$ cat src/rtl/core/m7ta_pkg.sv
// Shared widths, reset values, register codes and pipeline record types for the texel address block.
package m7ta_pkg;

   // Request and result field widths.
   localparam int Z_W       = 7;
   localparam int X_W       = 8;
   localparam int FRAME_W   = 17;
   localparam int TEXEL_W   = 15;

   // Configuration register widths and reset values.
   localparam int PHASE_W   = 20;
   localparam int NEAR_W    = 8;
   localparam int NUMER_W   = 16;
   localparam logic [PHASE_W-1:0] PHASE_RESET = 20'd0;
   localparam logic [NEAR_W-1:0]  NEAR_RESET  = 8'd10;
   localparam logic [NUMER_W-1:0] LAND_RESET  = 16'd7000;
   localparam logic [NUMER_W-1:0] SKY_RESET   = 16'd2048;

   // Register port geometry.
   localparam int CSR_ADDR_W = 4;
   localparam int CSR_DATA_W = 32;

   // Divider operand widths: 2*depth+near fits 9 bits, depth+1 fits 8 bits.
   localparam int DU_W = 9;
   localparam int DV_W = 8;

   // Forward texel before the wrap: 16-bit quotient plus 12-bit integer phase.
   localparam int AV_W = 17;

   localparam int LAND_PHASE_SHIFT = 8;
   localparam int SKY_PHASE_SHIFT  = 13;
   localparam int SKY_U_SHIFT      = 2;

   typedef enum logic [1:0] {
      REG_SCROLL_PHASE    = 2'd0,
      REG_NEAR_HALF_WIDTH = 2'd1,
      REG_LAND_NUMERATOR  = 2'd2,
      REG_SKY_NUMERATOR   = 2'd3
   } reg_index_type;

   // Request attributes that ride alongside the dividers.
   typedef struct packed {
      logic           sky;
      logic           bad;
      logic [Z_W-1:0] depth;
      logic [X_W-1:0] column;
   } side_type;

   // What remains of a request once the framebuffer addresses are known.
   typedef struct packed {
      logic               sky;
      logic               bad;
      logic [FRAME_W-1:0] frame_right;
      logic [FRAME_W-1:0] frame_left;
   } post_type;

endpackage

$ cat src/rtl/core/m7ta_div_pipe.sv
// Pipelined restoring divider, a fixed number of quotient bits per stage.
module m7ta_div_pipe #(
   parameter int NUM_W  = 16,
   parameter int DEN_W  = 8,
   parameter int STAGES = 4
) (
   input  logic              clock,
   input  logic [STAGES-1:0] en,
   input  logic [NUM_W-1:0]  num,
   input  logic [DEN_W-1:0]  den,
   output logic [NUM_W-1:0]  quo
);

   localparam int BPS   = (NUM_W + STAGES - 1) / STAGES;
   localparam int PAD_W = BPS * STAGES;

   // The work word shifts dividend bits out at the top and quotient bits in at the bottom.
   logic [DEN_W-1:0] rem_ff   [STAGES];
   logic [DEN_W-1:0] rem_in   [STAGES];
   logic [PAD_W-1:0] work_ff  [STAGES];
   logic [PAD_W-1:0] work_in  [STAGES];
   logic [DEN_W-1:0] den_ff   [STAGES];
   logic [DEN_W-1:0] rem_src  [STAGES];
   logic [PAD_W-1:0] work_src [STAGES];
   logic [DEN_W-1:0] den_src  [STAGES];

   for (genvar s = 0; s < STAGES; s++) begin : g_stage
      if (s == 0) begin : g_first
         assign rem_src[s]  = '0;
         assign work_src[s] = PAD_W'(num);
         assign den_src[s]  = den;
      end else begin : g_next
         assign rem_src[s]  = rem_ff[s-1];
         assign work_src[s] = work_ff[s-1];
         assign den_src[s]  = den_ff[s-1];
      end

      always_comb begin : step
         logic [DEN_W:0]   t;
         logic [DEN_W-1:0] r;
         logic [PAD_W-1:0] w;
         r = rem_src[s];
         w = work_src[s];
         for (int k = 0; k < BPS; k++) begin
            t = {r, w[PAD_W-1]};
            w = {w[PAD_W-2:0], 1'b0};
            if (t >= {1'b0, den_src[s]}) begin
               t    = t - {1'b0, den_src[s]};
               w[0] = 1'b1;
            end
            r = t[DEN_W-1:0];
         end
         rem_in[s]  = r;
         work_in[s] = w;
      end

      always_ff @(posedge clock) begin
         if (en[s]) begin
            rem_ff[s]  <= rem_in[s];
            work_ff[s] <= work_in[s];
            den_ff[s]  <= den_src[s];
         end
      end
   end

   assign quo = work_ff[STAGES-1][NUM_W-1:0];

endmodule

$ cat src/rtl/core/m7ta_mod_const.sv
// Three-stage remainder by a constant modulus through a scaled reciprocal.
module m7ta_mod_const #(
   parameter int A_W     = 17,
   parameter int MODULUS = 128
) (
   input  logic                         clock,
   input  logic [2:0]                   en,
   input  logic [A_W-1:0]               a,
   output logic [$clog2(MODULUS)-1:0]   r
);

   localparam int M_W = $clog2(MODULUS);
   localparam int SH  = A_W + M_W;
   localparam int R_W = A_W + 1;
   localparam int P_W = A_W + R_W;
   localparam int Q_W = P_W - SH;
   // Rounded-up reciprocal; with this shift the quotient is exact for every A_W-bit value.
   localparam longint unsigned RECIP =
      ((64'd1 << SH) + 64'(MODULUS) - 64'd1) / 64'(MODULUS);

   logic [A_W-1:0] a1_ff;
   logic [P_W-1:0] prod_ff;
   logic [A_W-1:0] a2_ff;
   logic [A_W-1:0] qm_ff;
   logic [A_W-1:0] qm_in;
   logic [M_W-1:0] r_ff;

   assign qm_in = A_W'(32'(prod_ff[P_W-1:SH]) * 32'(MODULUS));

   always_ff @(posedge clock) begin
      if (en[0]) begin
         a1_ff   <= a;
         prod_ff <= {{R_W{1'b0}}, a} * P_W'(R_W'(RECIP));
      end
      if (en[1]) begin
         a2_ff <= a1_ff;
         qm_ff <= qm_in;
      end
      if (en[2]) begin
         r_ff <= M_W'(a2_ff - qm_ff);
      end
   end

   assign r = r_ff;

endmodule

$ cat src/rtl/core/mode7_dual_plane_texel_address_top.sv
// Top level of the dual-plane perspective texel address generator.
//
// Each request transaction names one mirrored pixel pair: a plane (land below the horizon,
// sky above it), a depth in rows from the horizon and a column offset from the screen
// center. The response transaction carries both framebuffer addresses, both atlas texel
// addresses and a flag for a rejected request, whose addresses all read as zero.
// The register port sets the scroll phase, the near half-width and the two depth numerators;
// the user must see that it is written only while no transaction is in flight (not enforced).
//
// The block accepts one request every clock while the response side does not stall and
// returns results in order. The pipeline runs through one input stage, one stage per four
// quotient bits of the two restoring dividers, a stage that forms the framebuffer addresses
// and the unwrapped texels, three stages of reciprocal wrap, and the output register.
// Every stage has its own valid bit; a stage moves when it is empty or its successor moves,
// so a stalled response holds in place while bubbles ahead of it still fill.
// Reset, synchronous and active high, empties the pipeline and loads the register defaults.
module mode7_dual_plane_texel_address_top #(
   parameter int SCREEN_WIDTH  = 320,
   parameter int SCREEN_HEIGHT = 240,
   parameter int MAP_SIZE      = 128
) (
   input  logic                              clock,
   input  logic                              reset,
   // Request channel.
   input  logic                              req_valid,
   output logic                              req_stall,
   input  logic                              req_plane_select,
   input  logic [m7ta_pkg::Z_W-1:0]          req_depth,
   input  logic [m7ta_pkg::X_W-1:0]          req_column,
   // Response channel.
   output logic                              rsp_valid,
   input  logic                              rsp_stall,
   output logic [m7ta_pkg::FRAME_W-1:0]      rsp_frame_addr_right,
   output logic [m7ta_pkg::FRAME_W-1:0]      rsp_frame_addr_left,
   output logic [m7ta_pkg::TEXEL_W-1:0]      rsp_texel_addr_right,
   output logic [m7ta_pkg::TEXEL_W-1:0]      rsp_texel_addr_left,
   output logic                              rsp_request_bad,
   // Register port.
   input  logic                              psel,
   input  logic                              penable,
   input  logic                              pwrite,
   input  logic [m7ta_pkg::CSR_ADDR_W-1:0]   paddr,
   input  logic [m7ta_pkg::CSR_DATA_W-1:0]   pwdata,
   output logic [m7ta_pkg::CSR_DATA_W-1:0]   prdata,
   output logic                              pready
);

   import m7ta_pkg::*;

   localparam int MIDX  = SCREEN_WIDTH / 2;
   localparam int VIEW  = SCREEN_HEIGHT / 2;
   localparam int MAP_W = $clog2(MAP_SIZE);
   localparam int ROW_W = $clog2(VIEW + 2**Z_W + 1);
   // The horizontal numerator column*(W/2) and its quotient.
   localparam int NU_W  = $clog2((2**X_W - 1) * MIDX + 1);
   localparam int DIV_W = (NU_W > NUMER_W) ? NU_W : NUMER_W;
   localparam int DIV_STAGES = (DIV_W + 3) / 4;
   // Stage positions along the pipeline.
   localparam int ST_PREP = DIV_STAGES + 1;
   localparam int ST_MOD0 = DIV_STAGES + 2;
   localparam int ST_OUT  = DIV_STAGES + 5;
   localparam int N_ST    = DIV_STAGES + 6;

   // ------------------------------------------------------------------
   // Configuration registers.
   // ------------------------------------------------------------------
   logic [PHASE_W-1:0] phase_ff;
   logic [NEAR_W-1:0]  near_ff;
   logic [NUMER_W-1:0] land_num_ff;
   logic [NUMER_W-1:0] sky_num_ff;
   logic               csr_write;
   reg_index_type      csr_index;

   assign pready    = 1'b1;
   assign csr_write = psel && penable && pwrite;
   assign csr_index = reg_index_type'(paddr[3:2]);

   always_ff @(posedge clock) begin
      if (reset) begin
         phase_ff    <= PHASE_RESET;
         near_ff     <= NEAR_RESET;
         land_num_ff <= LAND_RESET;
         sky_num_ff  <= SKY_RESET;
      end else if (csr_write) begin
         unique case (csr_index)
            REG_SCROLL_PHASE:    phase_ff    <= pwdata[PHASE_W-1:0];
            REG_NEAR_HALF_WIDTH: near_ff     <= pwdata[NEAR_W-1:0];
            REG_LAND_NUMERATOR:  land_num_ff <= pwdata[NUMER_W-1:0];
            REG_SKY_NUMERATOR:   sky_num_ff  <= pwdata[NUMER_W-1:0];
         endcase
      end
   end

   always_comb begin
      unique case (csr_index)
         REG_SCROLL_PHASE:    prdata = CSR_DATA_W'(phase_ff);
         REG_NEAR_HALF_WIDTH: prdata = CSR_DATA_W'(near_ff);
         REG_LAND_NUMERATOR:  prdata = CSR_DATA_W'(land_num_ff);
         REG_SKY_NUMERATOR:   prdata = CSR_DATA_W'(sky_num_ff);
      endcase
   end

   // ------------------------------------------------------------------
   // Pipeline flow control. A stage loads whenever it is empty or the stage after it is
   // moving on; the output register moves when the receiver does not stall.
   // ------------------------------------------------------------------
   logic [N_ST-1:0] valid_ff;
   logic [N_ST:0]   ready;

   always_comb begin
      ready[N_ST] = !rsp_stall;
      for (int i = N_ST - 1; i >= 0; i--) begin
         ready[i] = !valid_ff[i] || ready[i+1];
      end
   end

   always_ff @(posedge clock) begin
      if (reset) begin
         valid_ff <= '0;
      end else begin
         if (ready[0]) begin
            valid_ff[0] <= req_valid;
         end
         for (int i = 1; i < N_ST; i++) begin
            if (ready[i]) begin
               valid_ff[i] <= valid_ff[i-1];
            end
         end
      end
   end

   assign req_stall = !ready[0];
   assign rsp_valid = valid_ff[N_ST-1];

   // ------------------------------------------------------------------
   // Input stage: range check and divider operands.
   // ------------------------------------------------------------------
   side_type           side_in;
   logic [NEAR_W-1:0]  near_eff;
   logic [NU_W-1:0]    nu_in;
   logic [DU_W-1:0]    du_in;
   logic [NUMER_W-1:0] nv_in;
   logic [DV_W-1:0]    dv_in;

   // A near half-width of zero acts as one so that the divisor never vanishes.
   assign near_eff = (near_ff == '0) ? NEAR_W'(1) : near_ff;

   always_comb begin
      side_in.sky    = req_plane_select;
      side_in.depth  = req_depth;
      side_in.column = req_column;
      if (req_plane_select) begin
         side_in.bad = (req_depth == '0) || (int'(req_depth) > VIEW);
      end else begin
         side_in.bad = int'(req_depth) >= VIEW;
      end
      if (int'(req_column) >= MIDX) begin
         side_in.bad = 1'b1;
      end
      nu_in = NU_W'(32'(req_column) * 32'(MIDX));
      du_in = {1'b0, req_depth, 1'b0} + {1'b0, near_eff};
      nv_in = req_plane_select ? sky_num_ff : land_num_ff;
      dv_in = req_plane_select ? {1'b0, req_depth} : ({1'b0, req_depth} + DV_W'(1));
   end

   side_type           side_ff [DIV_STAGES+1];
   logic [NU_W-1:0]    nu_ff;
   logic [DU_W-1:0]    du_ff;
   logic [NUMER_W-1:0] nv_ff;
   logic [DV_W-1:0]    dv_ff;

   always_ff @(posedge clock) begin
      if (ready[0]) begin
         side_ff[0] <= side_in;
         nu_ff      <= nu_in;
         du_ff      <= du_in;
         nv_ff      <= nv_in;
         dv_ff      <= dv_in;
      end
      for (int i = 1; i <= DIV_STAGES; i++) begin
         if (ready[i]) begin
            side_ff[i] <= side_ff[i-1];
         end
      end
   end

   // ------------------------------------------------------------------
   // Dividers: horizontal texel and forward texel, running side by side.
   // ------------------------------------------------------------------
   logic [NU_W-1:0]    qu;
   logic [NUMER_W-1:0] qv;

   m7ta_div_pipe #(
      .NUM_W  (NU_W),
      .DEN_W  (DU_W),
      .STAGES (DIV_STAGES)
   ) u_div_h (
      .clock (clock),
      .en    (ready[1 +: DIV_STAGES]),
      .num   (nu_ff),
      .den   (du_ff),
      .quo   (qu)
   );

   m7ta_div_pipe #(
      .NUM_W  (NUMER_W),
      .DEN_W  (DV_W),
      .STAGES (DIV_STAGES)
   ) u_div_v (
      .clock (clock),
      .en    (ready[1 +: DIV_STAGES]),
      .num   (nv_ff),
      .den   (dv_ff),
      .quo   (qv)
   );

   // ------------------------------------------------------------------
   // Preparation stage: framebuffer addresses and the texels before the wrap.
   // The sky uses a quarter of the horizontal quotient and a coarser phase.
   // ------------------------------------------------------------------
   side_type         side_last;
   logic [ROW_W-1:0] row;
   logic [NU_W-1:0]  au_in;
   logic [AV_W-1:0]  av_in;
   post_type         post_in;

   assign side_last = side_ff[DIV_STAGES];

   always_comb begin
      if (side_last.sky) begin
         row   = ROW_W'(VIEW - int'(side_last.depth));
         au_in = qu >> SKY_U_SHIFT;
         av_in = AV_W'(qv) + AV_W'(phase_ff >> SKY_PHASE_SHIFT);
      end else begin
         row   = ROW_W'(VIEW + int'(side_last.depth));
         au_in = qu;
         av_in = AV_W'(qv) + AV_W'(phase_ff >> LAND_PHASE_SHIFT);
      end
      post_in.sky         = side_last.sky;
      post_in.bad         = side_last.bad;
      post_in.frame_right = FRAME_W'(32'(row) * 32'(SCREEN_WIDTH) + 32'(MIDX)
                                     + 32'(side_last.column));
      post_in.frame_left  = FRAME_W'(32'(row) * 32'(SCREEN_WIDTH) + 32'(MIDX) - 32'd1
                                     - 32'(side_last.column));
   end

   post_type        post_ff [4];
   logic [NU_W-1:0] au_ff;
   logic [AV_W-1:0] av_ff;

   always_ff @(posedge clock) begin
      if (ready[ST_PREP]) begin
         post_ff[0] <= post_in;
         au_ff      <= au_in;
         av_ff      <= av_in;
      end
      for (int k = 1; k < 4; k++) begin
         if (ready[ST_PREP+k]) begin
            post_ff[k] <= post_ff[k-1];
         end
      end
   end

   // ------------------------------------------------------------------
   // Wrap both texels into the map.
   // ------------------------------------------------------------------
   logic [MAP_W-1:0] u_wrap;
   logic [MAP_W-1:0] v_wrap;

   m7ta_mod_const #(
      .A_W     (NU_W),
      .MODULUS (MAP_SIZE)
   ) u_mod_u (
      .clock (clock),
      .en    (ready[ST_MOD0 +: 3]),
      .a     (au_ff),
      .r     (u_wrap)
   );

   m7ta_mod_const #(
      .A_W     (AV_W),
      .MODULUS (MAP_SIZE)
   ) u_mod_v (
      .clock (clock),
      .en    (ready[ST_MOD0 +: 3]),
      .a     (av_ff),
      .r     (v_wrap)
   );

   // ------------------------------------------------------------------
   // Output stage: atlas addresses. The sky map sits below the land map in the atlas,
   // and the right pixel reads the horizontally mirrored texel column.
   // ------------------------------------------------------------------
   post_type             post_last;
   logic [FRAME_W-1:0]   fr_in;
   logic [FRAME_W-1:0]   fl_in;
   logic [TEXEL_W-1:0]   tr_in;
   logic [TEXEL_W-1:0]   tl_in;
   logic [31:0]          tex_row;

   assign post_last = post_ff[3];

   always_comb begin
      tex_row = (post_last.sky ? 32'(MAP_SIZE * MAP_SIZE) : 32'd0)
                + 32'(v_wrap) * 32'(MAP_SIZE);
      if (post_last.bad) begin
         fr_in = '0;
         fl_in = '0;
         tr_in = '0;
         tl_in = '0;
      end else begin
         fr_in = post_last.frame_right;
         fl_in = post_last.frame_left;
         tr_in = TEXEL_W'(tex_row + 32'(MAP_SIZE - 1) - 32'(u_wrap));
         tl_in = TEXEL_W'(tex_row + 32'(u_wrap));
      end
   end

   logic [FRAME_W-1:0] out_fr_ff;
   logic [FRAME_W-1:0] out_fl_ff;
   logic [TEXEL_W-1:0] out_tr_ff;
   logic [TEXEL_W-1:0] out_tl_ff;
   logic               out_bad_ff;

   always_ff @(posedge clock) begin
      if (ready[ST_OUT]) begin
         out_fr_ff  <= fr_in;
         out_fl_ff  <= fl_in;
         out_tr_ff  <= tr_in;
         out_tl_ff  <= tl_in;
         out_bad_ff <= post_last.bad;
      end
   end

   assign rsp_frame_addr_right = out_fr_ff;
   assign rsp_frame_addr_left  = out_fl_ff;
   assign rsp_texel_addr_right = out_tr_ff;
   assign rsp_texel_addr_left  = out_tl_ff;
   assign rsp_request_bad      = out_bad_ff;

   // ------------------------------------------------------------------
   // Assertions.
   // ------------------------------------------------------------------

   // A rejected request reports all four addresses as zero.
   a_bad_zero: assert property (@(posedge clock) disable iff (reset)
      rsp_valid && rsp_request_bad |->
         rsp_frame_addr_right == '0 && rsp_frame_addr_left == '0 &&
         rsp_texel_addr_right == '0 && rsp_texel_addr_left == '0)
      else $error("rejected request carries a nonzero address");

   // When the receiver takes results, the request side never stalls.
   a_flow_through: assert property (@(posedge clock) disable iff (reset)
      !rsp_stall |-> !req_stall)
      else $error("request stalled while the response side is moving");

   // A full pipeline behind a stalled response must push back on the requester.
   a_full_backpressure: assert property (@(posedge clock) disable iff (reset)
      (&valid_ff) && rsp_stall |-> req_stall)
      else $error("full pipeline accepted a request under a response stall");

   // Reset leaves no response pending.
   a_reset_empty: assert property (@(posedge clock)
      reset |=> !rsp_valid)
      else $error("response valid right after reset");

endmodule
$ cat config.mk
export PLATFORM = sky130hd
export DESIGN_NAME = mode7_dual_plane_texel_address_top
export DESIGN_NICKNAME = d
export VERILOG_FILES = /design/src/rtl/core/m7ta_pkg.sv /design/src/rtl/core/m7ta_div_pipe.sv /design/src/rtl/core/m7ta_mod_const.sv /design/src/rtl/core/mode7_dual_plane_texel_address_top.sv
export SDC_FILE = /design/constraint.sdc
export NUM_CORES = 1
export LEC_CHECK = 0
export ABC_AREA = 1
export BUFFER_PORTS_ARGS = -buffer_cell sky130_fd_sc_hd__buf_2
export CAP_MARGIN = 40
export CORE_MARGIN = 8
export CORE_UTILIZATION = 50
export CTS_CLUSTER_SIZE = 12
export DETAILED_ROUTE_END_ITERATION = 8
export PLACE_DENSITY = 0.65
export SETUP_SLACK_MARGIN = 0.2
export SLEW_MARGIN = 20
export SYNTH_ARGS = -nofsm -noshare
export SYNTH_HDL_FRONTEND = slang
export SYNTH_HIERARCHICAL = 1
export SYNTH_SLANG_ARGS = --single-unit
$ cat constraint.sdc
create_clock -name clock -period 7.2 [get_ports clock]
set_input_delay 0.72 -clock clock [delete_from_list [all_inputs] [get_ports clock]]
set_output_delay 0.72 -clock clock [all_outputs]
set_load 0.1 [all_outputs]
# --- Yosys cells after proc, flatten, opt, wreduce, memory -nomap -nowiden ---
# Memories as Yosys holds them, arrays and structs flattened.
# Cells that the tools add are included.
classes:
  addsub: 48
  multipliers: 2
  n_lt_le_gt_ge: 35
  eq_ne: 3
  mux: 92
  reduce_logical: 32
ops:
  columns: ["cell", "count"]
  rows:
  - ["greater-or-equal comparator 10 x 9 -> 1 bit", 15]
  - ["2-to-1 mux 8 bit", 18]
  - ["2-to-1 mux 9 bit", 16]
  - ["greater-or-equal comparator 9 x 8 -> 1 bit", 15]
  - ["subtractor 9 bit", 15]
  - ["one-hot mux 32 bit (4 select lines)", 1]
  - ["subtractor 8 bit", 15]
  - ["2-to-1 mux 1 bit", 52]
  - ["multiplier 8 x 3 -> 11 bit (second input constant)", 2]
  - ["2-to-1 mux 7 bit", 3]
  - ["adder 17 x 8 -> 17 bit", 1]
  - ["adder 17 x 8 -> 17 bit (second input constant)", 1]
  - ["subtractor 17 x 1 -> 17 bit (second input constant)", 1]
  - ["subtractor 17 x 9 -> 17 bit", 1]
  - ["2-to-1 mux 16 bit", 1]
  - ["adder 15 x 14 -> 15 bit", 1]
  - ["adder 15 x 7 -> 15 bit", 1]
  - ["adder 15 x 7 -> 15 bit (second input constant)", 1]
  - ["2-to-1 mux 15 bit", 1]
  - ["subtractor 15 x 7 -> 15 bit", 1]
  - ["adder 7 bit", 2]
  - ["subtractor 7 x 1 -> 7 bit (second input constant)", 2]
  - ["zero test 1 bit", 12]
  - ["logical OR 1 bit", 11]
  - ["18 further kinds", 23]
word_totals:
  ff_bits: 235
  ram_bits: 493
  input_bits: 59
  out_inout_bits: 100
  elab_cells: 252
  mem_count: 8
mem_list:
  columns: ["memory", "words", "width", "read_ports", "rd_clocked_by_memory_dff", "wr", "line", "source"]
  rows:
  - ["post_ff", 4, 36, 4, 0, 4, "mode7_dual_plane_texel_address_top.sv:247", "post_type post_ff [4];"]
  - ["side_ff", 5, 17, 5, 0, 5, "mode7_dual_plane_texel_address_top.sv:166", "side_type side_ff [DIV_STAGES+1];"]
  - ["u_div_h.work_ff", 4, 16, 4, 0, 4, "m7ta_div_pipe.sv:20", "logic [PAD_W-1:0] work_ff [STAGES];"]
  - ["u_div_v.work_ff", 4, 16, 4, 0, 4, "m7ta_div_pipe.sv:20", null]
  - ["u_div_h.den_ff", 4, 9, 3, 0, 4, "m7ta_div_pipe.sv:22", "logic [DEN_W-1:0] den_ff [STAGES];"]
  - ["u_div_h.rem_ff", 4, 9, 3, 0, 4, "m7ta_div_pipe.sv:18", "logic [DEN_W-1:0] rem_ff [STAGES];"]
  - ["2 more memories", null, null, null, null, null, null, null]

# --- Depth between registers and ports, before layout ---
depth:
  depth_word: 13
  ltp_mapped: 48
  depth_no_buf: 47

# --- By module ---
# Netlist, hierarchy kept.
modules_own_cells:
  columns: ["mod", "n_inst", "cells_per_inst", "area_per_inst_um2", "seq_area_each_um2"]
  rows:
  - ["mode7_dual_plane_texel_address_top", 1, 1459, 17743.3, 12421.9]
  - ["m7ta_div_pipe at u_div_h", 1, 1395, 11118.2, 3543.4]
  - ["m7ta_div_pipe at u_div_v", 1, 1260, 10244.8, 3363.2]
  - ["m7ta_mod_const", 2, 21, 630.6, 630.6]

# --- Worst setup path after synthesis ---
# No wires, ideal clock.
synth_path:
  path_type: "reg2out"
  from: "register valid_ff[9]"
  to: "output req_stall"
  arrival_time_ns: 6.447
  required_time_ns: 6.480
  slack_ns: 0.033
  stages_incl_launch_ff: 11
  path_buffers: 0
  cell_sequence: "dfxtp_1 -> nand3_2 -> nor2_4 -> nand2_2 -> nor2_4 -> nand2_2 -> nor2_4 -> nand2_2 -> nor2_4 -> nand2_2 -> inv_2"
synth_between:
  elab_chain_len: 12
synth_lines:
  columns: ["item", "line", "source"]
  rows:
  - ["start, declared", "mode7_dual_plane_texel_address_top.sv:107", "logic [N_ST-1:0] valid_ff;"]
  - ["start signal, assigned by index", "mode7_dual_plane_texel_address_top.sv:126", "valid_ff[i] <= valid_ff[i-1];"]
  - ["zero test 1 bit", "mode7_dual_plane_texel_address_top.sv:113", "ready[i] = !valid_ff[i] || ready[i+1];"]
  - ["logical OR 1 bit (2 in series)", "mode7_dual_plane_texel_address_top.sv:113", null]
  - ["net ready[8]", "mode7_dual_plane_texel_address_top.sv:108", "logic [N_ST:0] ready;"]
  - ["logical OR 1 bit (2 in series)", "mode7_dual_plane_texel_address_top.sv:113", null]
  - ["net ready[6]", "mode7_dual_plane_texel_address_top.sv:108", null]
  - ["logical OR 1 bit (2 in series)", "mode7_dual_plane_texel_address_top.sv:113", null]
  - ["net ready[4]", "mode7_dual_plane_texel_address_top.sv:108", null]
  - ["logical OR 1 bit (2 in series)", "mode7_dual_plane_texel_address_top.sv:113", null]
  - ["net ready[2]", "mode7_dual_plane_texel_address_top.sv:108", null]
  - ["logical OR 1 bit (2 in series)", "mode7_dual_plane_texel_address_top.sv:113", null]
  - ["zero test 1 bit", "mode7_dual_plane_texel_address_top.sv:132", "assign req_stall = !ready[0];"]
  - ["end, declared", "mode7_dual_plane_texel_address_top.sv:26", "output logic req_stall,"]
# The timed path passes the listed nets, and every way through them passes these cells.

==> results.md <==
- Yosys Warn Count: 6
- Worst-Margin Slew: 0.759 ns
- Grt total ovfl: 0
- Iter 0 DRT Violations: 1460
- Hold Startpoint: req_column[0]
- Worst r2r dst: u_div_h/rem_ff[2][6]
- Slew margin rel.: 0.494
- Residual DRC count: 0
- Clock Root Buffer: clkbuf_16
- Via Count: 27100
- Routed length per placed instance: 15.3 µm
- Fin Setup TNS: 0 ns
- CP Capture Type: flop
- Fin crit share: 0.915
- Crit path max-delay family: simple AND/OR/NAND/NOR gates
- Share of cells above drive strength 1: 0.146
- Number of max-cap violations: 0
- Hold Path Sink: nu_ff[5]
- Final count of pins violating max slew: 0
- Area Overhead vs Synth: 13.9%
- Vias in the first global route: 25600
- Die area: 84400 µm²
- Die H: 291 µm
- Cell Rows: 100
- R2R depth: 43
- First-pass GRT wire length: 130000 µm
- Post-DP HPWL: 61400 µm
- Setup violations, final: 0
- Worst r2r src: u_div_h/den_ff[1][6]
- Fin Clk Skew: 0.0220 ns
- Hold Fails Final Rpt: 0
- Hold_ws: 0.300 ns
- Levels on crit path: 43
- CP Buf/Inv Count: 5
- R2R setup slack: 0.61 ns
- CTS buffer count: 72
- Clock-pin slew on the worst setup and hold paths: 0.05 ns
- Worst Hold Class: in -> reg
- Starting Density: 0.505
- DR pass1 iterations: 5
- Final #Nets: 4684
- Syn avg cell area: 9.44 µm²
- Worst path required time: 7.69 ns
- Most used cell, CP: nand2_1
- Routability cong.: 0.896
- Chip width: 291 µm
- Cell Area, Synth: 37700 µm²
- Top Ports: 159
- Core Region: 74600 µm²
- Clock tree from TritonCTS: done
- CP max FO: 12
- Detailed Route WL: 81000 µm
- Via density: 5.12
- CP peak stage delay: 0.42 ns
- Hold Path Depth: 1
- Cells after Synth: 3994
- Port-buffer cells: 131
- Status: complete, no violations
- DRT antenna net count: 0
- Crit-path slowest cell: edfxtp_1
- Initial antenna violation count: 4
- RSZ-0062 raised after global routing: true
- CTS H-tree depth: 3
- CP Class: reg -> reg
- Clock sink count: 635
- WP data arrival: 7.08 ns
- Clock latency on the worst-skew pair: 0.62 ns
- Worst Setup Start Kind: flop
- Fmax: 152 MHz
- Largest net degree at the start of global routing: 65
- Tmin final: 6.59 ns
- Tot GR Track Use: 0.184
- CTS max path bufs: 3
==> final cells by class <==
| cell class | instances | area [µm²] |
|---|---|---|
| antenna | 1 | 2.50 |
| clock buffer | 95 | 1920 |
| clock inverter | 30 | 375 |
| fill | 6468 | 31600 |
| inverter | 575 | 2180 |
| multi-input combinational | 2735 | 17200 |
| sequential | 635 | 18400 |
| tap | 969 | 1210 |
| timing repair buffer | 257 | 1720 |
| timing repair inverter | 1 | 7.51 |
==> metrics by stage <==
stage,std cells,util,area [µm²],setup WS [ns]
2_1_floorplan,4010,-,37700,0.409
3_3_place_gp,5119,0.534,39800,0.376
3_5_place_dp,5124,0.535,39900,0.322
4_1_cts,5249,0.566,42200,0.313
5_1_grt,5298,0.576,42900,0.106
6_report,5298,0.576,42900,0.614
==> routing by layer <==
layer  vias to the layer above  GRT usage  routed length (µm)
met5                         -          0                   0
met4                         0     0.0481                1800
met3                       117     0.0296                3680
met2                       558      0.306               37700
met1                     12500      0.251               37800
li1                      13900          -                   -
==> registers in the layout (all words and copies together), names as in the netlist, 17 cells and up <==
signal and cells:
u_div_v/den_ff 24, u_div_v/rem_ff 24, side_ff 83, u_div_h/den_ff 27, rsp_frame_addr_right 17, phase_ff 20
u_div_h/rem_ff 27, u_div_v/work_ff 34, rsp_frame_addr_left 17, post_ff 144, u_div_h/work_ff 39
==> cell usage in the layout, fill, tap and decap left out, types with 7 or more instances in the layout <==
cell,count
nand3_2,21
a21oi_2,8
edfxtp_1,565
fa_1,31
o2111ai_1,8
nand4_1,44
a21o_1,9
inv_1,530
conb_1,18
inv_2,37
or2_2,16
clkbuf_1,20
clkinv_2,12
o21bai_1,12
buf_2,130
a31oi_1,16
o21ai_2,28
nand3_1,170
nor2_4,27
o21a_1,7
a21oi_1,199
dfxtp_1,70
nand3_4,7
nand3b_1,10
nand2_1,893
nor2_1,305
xor2_1,122
nor3_1,28
o211ai_1,24
nand2_2,47
buf_4,119
clkbuf_16,72
xnor2_1,62
ha_1,302
o21ai_1,51
o21ai_0,153
nand2_4,15
nor2_2,18
==> worst max path at each step <==
stage,startpoint,endpoint
floorplan,valid_ff[9],req_stall
detailed placement,u_div_h/den_ff[2][0],u_div_h/work_ff[3][0]
global route,u_div_h/work_ff[2][15],u_div_h/work_ff[3][0]
CTS,u_div_h/den_ff[0][2],u_div_h/rem_ff[1][4]
finish,u_div_h/den_ff[1][6],u_div_h/rem_ff[2][6]
global placement,u_div_h/den_ff[1][4],u_div_h/rem_ff[2][8]
==> worst register-to-register path, delay by kind of cell (launching register included) <==
| kind | cells | cell delay (ns) |
|---|---|---|
| buffers and inverters | 5 | 0.68 |
| AND/OR/NAND/NOR | 28 | 2.82 |
| flip-flops | 1 | 0.42 |
| AO/OA/AOI/OAI | 6 | 1.10 |
| adder cells (fa/ha/maj) | 4 | 1.46 |
==> what timing repair did <==
action | 4_1_cts | 5_1_grt
endpoints found under the hold margin | 0 | 0
buffers inserted | 0 | 39
hold buffers | 0 | 0
endpoints found under the setup margin | 0 | 56
gates resized for setup | 0 | 105
Power is left out: the tool's default activity adds up to more than one toggle a clock period on the data nets, which glitch-free logic cannot reach.
